[config.mk]
export PLATFORM = sky130hd
export DESIGN_NAME = lcp_skip_table_builder_top_flat
export DESIGN_NICKNAME = d
export VERILOG_FILES = /design/src/lstb_pkg.sv /design/src/lstb_in_if.sv /design/src/lstb_out_if.sv /design/src/lstb_stack_ram.sv /design/src/lcp_skip_table_builder_top.sv /design/src/flat_wrapper.sv
export SDC_FILE = /design/constraint.sdc
export NUM_CORES = 2
export LEC_CHECK = 0
export BUFFER_PORTS_ARGS = -buffer_cell sky130_fd_sc_hd__buf_2
export CORE_MARGIN = 3
export CORE_UTILIZATION = 45
export CTS_CLUSTER_SIZE = 8
export DETAILED_ROUTE_END_ITERATION = 10
export PLACE_DENSITY_LB_ADDON = 0.2
export SLEW_MARGIN = 20
export SYNTH_ARGS = -nofsm -noshare
export SYNTH_HDL_FRONTEND = slang
export SYNTH_SLANG_ARGS = --single-unit
[constraint.sdc]
create_clock -name i_clk -period 6.2 [get_ports i_clk]
set_input_delay 0.31 -clock i_clk [delete_from_list [all_inputs] [get_ports i_clk]]
set_output_delay 0.31 -clock i_clk [all_outputs]
set_load 0.02 [all_outputs]
[src/lstb_pkg.sv]
`timescale 1ns / 1ps
`default_nettype none

package lstb_pkg;

    // Fixed field widths of the item channels
    localparam int LCP_W = 16;
    localparam int IDX_W = 16;
    localparam int TGT_W = 17;

    // One stack entry: pending index and its LCP value
    typedef struct packed {
        logic [IDX_W-1:0] idx;
        logic [LCP_W-1:0] lcp;
    } t_entry;

endpackage

`default_nettype wire

[src/lstb_in_if.sv]
`timescale 1ns / 1ps
`default_nettype none

interface lstb_in_if import lstb_pkg::*; ();
    logic             valid;
    logic             ready;
    logic [LCP_W-1:0] lcp_value;
    logic             is_last;

    modport source (output valid, output lcp_value, output is_last, input ready);
    modport sink   (input valid, input lcp_value, input is_last, output ready);
endinterface

`default_nettype wire

[src/lstb_out_if.sv]
`timescale 1ns / 1ps
`default_nettype none

interface lstb_out_if import lstb_pkg::*; ();
    logic             valid;
    logic             ready;
    logic [IDX_W-1:0] entry_index;
    logic [TGT_W-1:0] skip_target;
    logic             run_end;
    logic             overflow;

    modport source (output valid, output entry_index, output skip_target,
                    output run_end, output overflow, input ready);
    modport sink   (input valid, input entry_index, input skip_target,
                    input run_end, input overflow, output ready);
endinterface

`default_nettype wire

[src/lstb_stack_ram.sv]
`timescale 1ns / 1ps
`default_nettype none

// Stack storage: one write port, one read port with registered data
module lstb_stack_ram import lstb_pkg::*; #(
    parameter int DEPTH = 63,
    parameter int AW    = 6
) (
    input  wire logic          i_clk,
    input  wire logic          i_we,
    input  wire logic [AW-1:0] i_waddr,
    input  wire t_entry        i_wdata,
    input  wire logic          i_re,
    input  wire logic [AW-1:0] i_raddr,
    output      t_entry        o_rdata
);

    t_entry r_mem [DEPTH];
    t_entry r_rdata;

    // write port
    always_ff @(posedge i_clk) begin
        if (i_we) begin
            r_mem[i_waddr] <= i_wdata;
        end
    end

    // read port, data appears in the cycle after the address
    always_ff @(posedge i_clk) begin
        if (i_re) begin
            r_rdata <= r_mem[i_raddr];
        end
    end

    assign o_rdata = r_rdata;

endmodule

`default_nettype wire

[src/lcp_skip_table_builder_top.sv]
// Input: an item is accepted only in the idle state, so a new LCP value waits until the previous
//   one has finished its pops and push; at position 0 or past the length limit no stack work is done.
// Last item: every remaining entry is flushed, followed by the final (0, total) entry.
// Pace is set by the stack RAM read latency and the single compare in the pop loop.
// Results leave through an output register; stalls there hold the sequencer.
// Synchronous active-low reset empties the stack and clears position and overflow.
`timescale 1ns / 1ps
`default_nettype none

module lcp_skip_table_builder_top import lstb_pkg::*; #(
    parameter longint MAX_LEN     = 65536,
    parameter int     STACK_DEPTH = 63,
    parameter int     LCP_WIDTH   = 16
) (
    input  wire logic   i_clk,
    input  wire logic   i_rst_n,
    lstb_in_if.sink     i_in,
    lstb_out_if.source  o_out
);

    localparam int PW_RAW = $clog2(MAX_LEN + 1);
    localparam int PW     = (PW_RAW > TGT_W) ? PW_RAW : TGT_W;
    localparam int TW     = $clog2(STACK_DEPTH + 1);
    localparam int AW     = $clog2(STACK_DEPTH);
    localparam logic [PW-1:0] MAX_POS = PW'(MAX_LEN);
    localparam logic [LCP_W-1:0] LCP_MAX = (LCP_WIDTH >= LCP_W) ? {LCP_W{1'b1}} :
                                           LCP_W'((64'd1 << LCP_WIDTH) - 64'd1);

    localparam logic [2:0] S_IDLE = 3'd0;
    localparam logic [2:0] S_RD   = 3'd1;
    localparam logic [2:0] S_CMP  = 3'd2;
    localparam logic [2:0] S_END  = 3'd3;
    localparam logic [2:0] S_FL   = 3'd4;
    localparam logic [2:0] S_FLE  = 3'd5;

    logic [2:0]       r_state, n_state;
    logic [TW-1:0]    r_top, n_top;
    logic [PW-1:0]    r_pos, n_pos;
    logic             r_ovf, n_ovf;
    logic             r_last, n_last;
    logic [LCP_W-1:0] r_v, n_v;
    logic [IDX_W-1:0] r_hold, n_hold;
    logic             r_have, n_have;

    logic             r_out_valid, n_out_valid;
    logic [IDX_W-1:0] r_out_idx, n_out_idx;
    logic [TGT_W-1:0] r_out_tgt, n_out_tgt;
    logic             r_out_end, n_out_end;
    logic             r_out_ovf, n_out_ovf;

    logic             ram_we, ram_re;
    t_entry           ram_wdata, ram_rdata;
    logic [AW-1:0]    ram_raddr;
    logic             out_free;
    logic [LCP_W-1:0] sat_v;

    lstb_stack_ram #(
        .DEPTH (STACK_DEPTH),
        .AW    (AW)
    ) u_stack (
        .i_clk   (i_clk),
        .i_we    (ram_we),
        .i_waddr (r_top[AW-1:0]),
        .i_wdata (ram_wdata),
        .i_re    (ram_re),
        .i_raddr (ram_raddr),
        .o_rdata (ram_rdata)
    );

    assign sat_v     = (i_in.lcp_value > LCP_MAX) ? LCP_MAX : i_in.lcp_value;
    assign ram_wdata = '{idx: r_pos[IDX_W-1:0], lcp: r_v};
    assign ram_raddr = AW'(r_top - TW'(1));
    assign out_free  = !r_out_valid || o_out.ready;

    // sequencer: pop loop with one pop of lookahead, push, flush
    always_comb begin
        n_state     = r_state;
        n_top       = r_top;
        n_pos       = r_pos;
        n_ovf       = r_ovf;
        n_last      = r_last;
        n_v         = r_v;
        n_hold      = r_hold;
        n_have      = r_have;
        n_out_valid = r_out_valid && !o_out.ready;
        n_out_idx   = r_out_idx;
        n_out_tgt   = r_out_tgt;
        n_out_end   = r_out_end;
        n_out_ovf   = r_out_ovf;
        ram_we      = 1'b0;
        ram_re      = 1'b0;

        case (r_state)
            S_IDLE: begin
                if (i_in.valid) begin
                    n_v    = sat_v;
                    n_last = i_in.is_last;
                    n_have = 1'b0;
                    if (r_pos >= MAX_POS) begin
                        n_ovf   = 1'b1;
                        n_state = i_in.is_last ? S_FL : S_IDLE;
                    end else if (r_pos == '0) begin
                        n_pos   = PW'(1);
                        n_state = i_in.is_last ? S_FL : S_IDLE;
                    end else begin
                        n_state = S_RD;
                    end
                end
            end
            S_RD: begin
                if (r_top == '0) begin
                    n_state = S_END;
                end else begin
                    ram_re  = 1'b1;
                    n_state = S_CMP;
                end
            end
            S_CMP: begin
                if (ram_rdata.lcp > r_v) begin
                    if (!r_have || out_free) begin
                        // another pop follows, so the held one is not the run end
                        if (r_have) begin
                            n_out_valid = 1'b1;
                            n_out_idx   = r_hold;
                            n_out_tgt   = r_pos[TGT_W-1:0];
                            n_out_end   = 1'b0;
                            n_out_ovf   = r_ovf;
                        end
                        n_hold  = ram_rdata.idx;
                        n_have  = 1'b1;
                        n_top   = r_top - TW'(1);
                        n_state = S_RD;
                    end
                end else begin
                    n_state = S_END;
                end
            end
            S_END: begin
                if (!r_have || out_free) begin
                    if (r_have) begin
                        n_out_valid = 1'b1;
                        n_out_idx   = r_hold;
                        n_out_tgt   = r_pos[TGT_W-1:0];
                        n_out_end   = !r_last;
                        n_out_ovf   = r_ovf;
                    end
                    n_have = 1'b0;
                    // push; one slot stays reserved for the last element
                    if (r_last || (r_top < TW'(STACK_DEPTH - 1))) begin
                        ram_we = 1'b1;
                        n_top  = r_top + TW'(1);
                    end else begin
                        n_ovf = 1'b1;
                    end
                    n_pos   = r_pos + PW'(1);
                    n_state = r_last ? S_FL : S_IDLE;
                end
            end
            S_FL: begin
                if (r_top == '0) begin
                    if (out_free) begin
                        n_out_valid = 1'b1;
                        n_out_idx   = '0;
                        n_out_tgt   = r_pos[TGT_W-1:0];
                        n_out_end   = 1'b1;
                        n_out_ovf   = r_ovf;
                        n_pos       = '0;
                        n_state     = S_IDLE;
                    end
                end else begin
                    ram_re  = 1'b1;
                    n_state = S_FLE;
                end
            end
            S_FLE: begin
                if (out_free) begin
                    n_out_valid = 1'b1;
                    n_out_idx   = ram_rdata.idx;
                    n_out_tgt   = r_pos[TGT_W-1:0];
                    n_out_end   = 1'b0;
                    n_out_ovf   = r_ovf;
                    n_top       = r_top - TW'(1);
                    n_state     = S_FL;
                end
            end
            default: begin
                n_state = S_IDLE;
            end
        endcase
    end

    // control state
    always_ff @(posedge i_clk) begin
        if (!i_rst_n) begin
            r_state     <= S_IDLE;
            r_top       <= '0;
            r_pos       <= '0;
            r_ovf       <= 1'b0;
            r_have      <= 1'b0;
            r_out_valid <= 1'b0;
        end else begin
            r_state     <= n_state;
            r_top       <= n_top;
            r_pos       <= n_pos;
            r_ovf       <= n_ovf;
            r_have      <= n_have;
            r_out_valid <= n_out_valid;
        end
    end

    // payload
    always_ff @(posedge i_clk) begin
        r_last    <= n_last;
        r_v       <= n_v;
        r_hold    <= n_hold;
        r_out_idx <= n_out_idx;
        r_out_tgt <= n_out_tgt;
        r_out_end <= n_out_end;
        r_out_ovf <= n_out_ovf;
    end

    assign i_in.ready        = (r_state == S_IDLE);
    assign o_out.valid       = r_out_valid;
    assign o_out.entry_index = r_out_idx;
    assign o_out.skip_target = r_out_tgt;
    assign o_out.run_end     = r_out_end;
    assign o_out.overflow    = r_out_ovf;

endmodule

`default_nettype wire

[src/flat_wrapper.sv]
// flat-port wrapper written by rule: the top's interface ports become plain ports
module lcp_skip_table_builder_top_flat import lstb_pkg::*;
#(
    parameter longint MAX_LEN     = 65536,
    parameter int     STACK_DEPTH = 63,
    parameter int     LCP_WIDTH   = 16
)
  (i_clk, i_rst_n, i_in_valid, i_in_lcp_value, i_in_is_last, i_in_ready, o_out_valid, o_out_entry_index, o_out_skip_target, o_out_run_end, o_out_overflow, o_out_ready);
  lstb_in_if i_in_i ();
  lstb_out_if o_out_i ();
  input  wire logic i_clk;
  input  wire logic i_rst_n;
  input wire logic [$bits(i_in_i.valid)-1:0] i_in_valid;
  input wire logic [$bits(i_in_i.lcp_value)-1:0] i_in_lcp_value;
  input wire logic [$bits(i_in_i.is_last)-1:0] i_in_is_last;
  output wire logic [$bits(i_in_i.ready)-1:0] i_in_ready;
  output wire logic [$bits(o_out_i.valid)-1:0] o_out_valid;
  output wire logic [$bits(o_out_i.entry_index)-1:0] o_out_entry_index;
  output wire logic [$bits(o_out_i.skip_target)-1:0] o_out_skip_target;
  output wire logic [$bits(o_out_i.run_end)-1:0] o_out_run_end;
  output wire logic [$bits(o_out_i.overflow)-1:0] o_out_overflow;
  input wire logic [$bits(o_out_i.ready)-1:0] o_out_ready;
  assign i_in_i.valid = i_in_valid;
  assign i_in_i.lcp_value = i_in_lcp_value;
  assign i_in_i.is_last = i_in_is_last;
  assign i_in_ready = i_in_i.ready;
  assign o_out_valid = o_out_i.valid;
  assign o_out_entry_index = o_out_i.entry_index;
  assign o_out_skip_target = o_out_i.skip_target;
  assign o_out_run_end = o_out_i.run_end;
  assign o_out_overflow = o_out_i.overflow;
  assign o_out_i.ready = o_out_ready;
  lcp_skip_table_builder_top #(.MAX_LEN(MAX_LEN), .STACK_DEPTH(STACK_DEPTH), .LCP_WIDTH(LCP_WIDTH)) u_core (.i_clk(i_clk), .i_rst_n(i_rst_n), .i_in(i_in_i), .o_out(o_out_i));
endmodule
**Word-level counts from Yosys, hierarchy flattened**

Memories as Yosys holds them, arrays and structs flattened. A register that Yosys moved wholly into a read port is not among the register bits.
Index checks and enable logic that the tools add are counted.

- Word-level logic and storage cells: 146
- Bits in registers: 97
- Memories: 1
- Output and inout port bits: 37
- RAM bits: 2,016

Memory list:

| memory | depth | bits a word | rd ports | clocked after Yosys merged registers in | wr ports | line | RTL |
|---|---|---|---|---|---|---|---|
| u_core.u_stack.r_mem | 63 | 32 | 1 | 1 | 1 | lstb_stack_ram.sv:18 | `t_entry r_mem [DEPTH];` |

- Multiplexer cells: 77
- Order comparisons: 4
- Reduce and logical (&&, ||, !) cells: 27
- Equal/unequal tests: 21
- $add $sub $neg: 3

Operators with widths:

| kind | count |
|---|---|
| $mux W17 | 11 |
| $mux W16 | 6 |
| $pmux W17 S4 | 1 |
| $pmux W16 S4 | 1 |
| $pmux W17 S3 | 1 |
| $mux W1 | 34 |
| $mux W3 | 11 |
| $mux W6 | 5 |
| $ne A2 B1 Y1 const B | 11 |
| $reduce_and A5 Y1 | 4 |
| $pmux W3 S6 | 1 |
| $pmux W6 S3 | 1 |
| $add A17 B1 Y17 const B | 1 |
| $ge A17 B17 Y1 const B | 1 |
| $logic_not A17 Y1 | 1 |
| $gt A16 B16 Y1 | 1 |
| $gt A16 B16 Y1 const B | 1 |
| $pmux W1 S4 | 3 |
| $reduce_and A9 Y1 | 1 |
| $reduce_bool A3 Y1 | 3 |
| $reduce_and A7 Y1 | 1 |
| $add A6 B1 Y6 const B | 1 |
| $eq A3 B2 Y1 const B | 2 |
| $eq A3 B3 Y1 const B | 2 |
| other kinds (19) | 27 |

**Depth between registers and ports, before layout**

- Word-level depth: 7
- Mapped depth: 15

**By module**

Synthesis repeated with hierarchy kept, for this count alone.

- Cell total of the unflattened synthesis: 4,117
- Area total of the unflattened synthesis: 83,440.0 sq um

By module, submodules not included:

| module | cells an instance | area an instance (sq um) | instances |
|---|---|---|---|
| lstb_stack_ram | 3,680 | 78,755.5 | 1 |
| lcp_skip_table_builder_top | 437 | 4,684.5 | 1 |

**Worst setup path before layout**

Ideal clock, no wire load.

- Path kind: register to register
- Start: reg u_core.r_top[0]
- End: reg u_core.u_stack.o_rdata[0] (netlist name)
- Period minus slack after synthesis: 4.751 ns
- Arrival time: 4.290 ns
- Data required time: 5.739 ns
- Cell stages (with the launch flop): 11
- Setup slack: 1.449 ns
- Path through: dfxtp_1 > clkbuf_1 > clkbuf_1 > buf_2 > buf_2 > inv_1 > ha_1 > or4b_1 > buf_2 > nor2_1 > nor3_1

- Longest elaborated chain between the ends: 3
- Elaborated cells between the ends (all ways): 4
- Classes of those cells: 1 x add/sub; 2 x mux; 1 x reduce/logical

Ends and longest elaborated chain:

| item | line | RTL |
|---|---|---|
| from (decl) | lcp_skip_table_builder_top.sv:37 | `logic [TW-1:0] r_top, n_top;` |
| from (signal assigned) | lcp_skip_table_builder_top.sv:203 | `r_top <= n_top;` |
| $logic_not A6 Y1 | lcp_skip_table_builder_top.sv:111, lcp_skip_table_builder_top.sv:160 |  |
| $mux W1 | lcp_skip_table_builder_top.sv:111, lcp_skip_table_builder_top.sv:160 |  |
| $mux W1 | -- |  |
| named net u_core.ram_re | lcp_skip_table_builder_top.sv:51 | `logic ram_we, ram_re;` |

The timed path passes the listed nets, and every way through them passes these cells.
A chain may end at the register's enable or synchronous reset.

**Final worst setup path**

- Start: reg u_core.r_top[0]
- End: reg u_core.u_stack.o_rdata[1] (netlist name)

- Longest elaborated chain between the ends: 3
- Elaborated cells between the ends (all ways): 4
- Classes of those cells: 1 x add/sub; 2 x mux; 1 x reduce/logical

Ends and longest elaborated chain:

| item |
|---|
| branches (longest 3 deep; another with $sub A6 B1 Y6) |

Parallel ways; which one is timed is not known.

==> metrics.yaml <==
drive_gt1_share_pct: 31.5
pre_cts_ws_ps: 1500
max_freq_ghz: 0.210
critical_path.slowest_cell: "a22oi_1"
avgViaCountPerCell: 6.21
ant_nets: 0
setup_viol: 0
cts.path.max_buffers: 4
peakVddDrop_mv: 0.514
dp_hpwl_mm: 122
fin_ws_ps: 1450
synth.distinct_cells: 56
ys_seq_area_share_pct: 78.2
yosys.area.top_type: "edfxtp_1"
rsz0062_at_grt: "false"
finalNonFillerCells: 6327
num_rows: 156
grt-ovfl-total: 0
grt_start_max_net_pins: 97
synth-seq-cells: 2145
crit_fanout: 96
synth.top_cells.by_count: "edfxtp_1, mux4_2, clkbuf_1"
synthArstFlopShare_pct: 0
end_kind: "flop"
antenna_found_initial: 11
drc: 0
required_ps: 6820
path_class: "flop to flop"
cts_root_buffer: "clkbuf_16"
synth_edf_count: 2116
synth_most_common_cell: "edfxtp_1"
hold_violations: 0
syn_area_sq_um: 82000
slowest_delay_ps: 820
dp_cells: 5925
cts_buffers: 318
syn_to_final_growth_pct: 16.0
clk_pin_slew_ps: 50
die_width_microns: 433
ys_warn_count: 0
cp_common_cell: "mux4_2"
grt_pass1_wl_mm: 309
cp_cell_sequence: "buf_12 -> buf_4 -> mux4_2 -> mux4_2 -> a22oi_1 -> nand2_1"
slew_violations: 0
hold_path_class: "primary input to flop"
hold_buffers: 20
initial_utilization_pct: 45.3
max_slew_margin_pct: 22.6
wirelength_mm: 220
dpl_cell_area_sq_um: 86500
grt_use_total_pct: 23.7
globalplace.congestion: 0.825
power_density_nw_per_um2: 473
post-route-util_pct: 52.6
drt_iter0_drc: 4794
status: "completed"
synth_top_area_share_pct: 77.5
tns_ps: 0
wl_per_cell_microns: 34.8
die_h_microns: 433
p_leak_nw: 31.2
maxCapViolations: 0
grt_pass1_vias: 39600
crit_arrival_ps: 5370
synthCells: 3528
dieArea_sq_um: 187000
fillers: 13600
insertion_delay_ps: 900
nets: 3937
cts.sinks: 2145
io_pins: 58
port_buffers: 57
fin_crit_sh_pct: 76.6
synth_ff_type: "edfxtp_1"
core-area_sq_um: 181000
htree_num_levels: 5
synthTopCellsByArea: "edfxtp_1, mux4_2, dfxtp_1, clkbuf_1, a22oi_1"
finalInstanceArea_sq_um: 95100
synth_nets: 3569
period_needed_ps: 4750
avgSynthCellArea_sq_um: 23.2
vias: 39300
worstMarginPinSlew_ps: 1160
postCtsSetupBuffers: 0
cts_resized: 0
clock-skew-final_ps: 63.7
cts_tree: "built"
worstSetupStartpointType: "flop"
first_pass_iters: 5
flip-flops by register name (all words and copies together) (netlist names):
register	count
u_core.o_out.overflow	1
u_core.u_stack.r_mem	2016
u_core.o_out.run_end	1
u_core.r_ovf	1
u_core.r_have	1
u_core.o_out.valid	1
u_core.r_hold	16
u_core.r_v	16
u_core.u_stack.o_rdata	32
u_core.o_out.skip_target	17
u_core.o_out.entry_index	16
u_core.r_top	6
u_core.r_state	3
u_core.r_pos	17
u_core.r_last	1
metrics by stage:
stage / power [mW] / hold WS (ps)
3_3_place_gp: 30.5 / 449
3_5_place_dp: 30.5 / 457
2_1_floorplan: 25.0 / 409
6_report: 45.0 / 118
5_1_grt: 46.4 / 94.2
4_1_cts: 45.4 / 50.0
report_power, final:
group | switching (mW) | total [mW] | internal (mW)
registers | 0.383 | 17.2 | 16.8
clock network | 5.64 | 14.9 | 9.23
logic | 8.04 | 12.9 | 4.85
total | 14.1 | 45.0 | 30.9
final timing paths:
kind                                               to  cells past startpoint  slack (ps)                                  from
setup / recovery  u_core.u_stack.o_rdata[1]$_DFFE_PP_                      6        1450          u_core.r_top[0]$_SDFFE_PN0P_
hold / removal               u_core.r_v[13]$_DFFE_PP_                      2         120                    i_in_lcp_value[13]
hold reg to reg           u_core.r_hold[11]$_DFFE_PP_                      0         470  u_core.u_stack.o_rdata[27]$_DFFE_PP_
setup reg to reg  u_core.u_stack.o_rdata[1]$_DFFE_PP_                      6        1450          u_core.r_top[0]$_SDFFE_PN0P_
final cells by class:
class / instances / area, sq um / share of cell area, %
antenna: 2 / 5.00 / 0.00526
clock inverter: 2 / 13.8 / 0.0145
multi-input combinational: 1171 / 17600 / 18.6
inverter: 25 / 93.8 / 0.0987
timing repair buffer: 235 / 1900 / 1.99
tap: 2370 / 2970 / 3.12
sequential: 2145 / 64100 / 67.5
clock buffer: 377 / 8330 / 8.76
metal layers:
metal / GRT usage, % / share of wire, %
met3: 5.37 / 8.9
met5: 0 / 0.0059
met1: 33.4 / 40
met4: 7.41 / 3.0
met2: 37.2 / 48
kinds of logic (layout without fill, tap and decap cells):
group,count (synthesis),count (layout),synth area share (%)
compound gates,178,178,1.42
buf+inv,212,639,1.00
fa+ha+maj,20,20,0.305
other cells,0,2,0
flops,2145,2145,78.2
xor+xnor,18,18,0.192
simple gates,310,310,1.74
mux,645,645,17.1
layout by cell type (no fill, tap or decap), types with 8 or more instances in the layout:
cell type,count
inv_1,25
or3_1,8
mux4_2,608
nand3_1,11
nor2_4,67
buf_12,18
a21oi_1,52
dlygate4sd3_1,20
clkbuf_1,52
dfxtp_1,12
nor3_1,15
nor2_1,60
mux2i_1,37
clkbuf_16,325
buf_4,140
ha_1,19
and3_1,9
buf_2,57
dfxtp_2,16
a22oi_1,64
o21ai_0,24
xnor2_1,15
edfxtp_1,2116
nand2_1,87
worst max-delay path, delay by kind of cell, from the launching register on:
kind / cells / cell delay (ps)
flops: 1 / 750
compound gates: 1 / 820
buf+inv: 2 / 1290
simple gates: 1 / 100
mux: 2 / 1130
(Power assumes the default switching activity.)
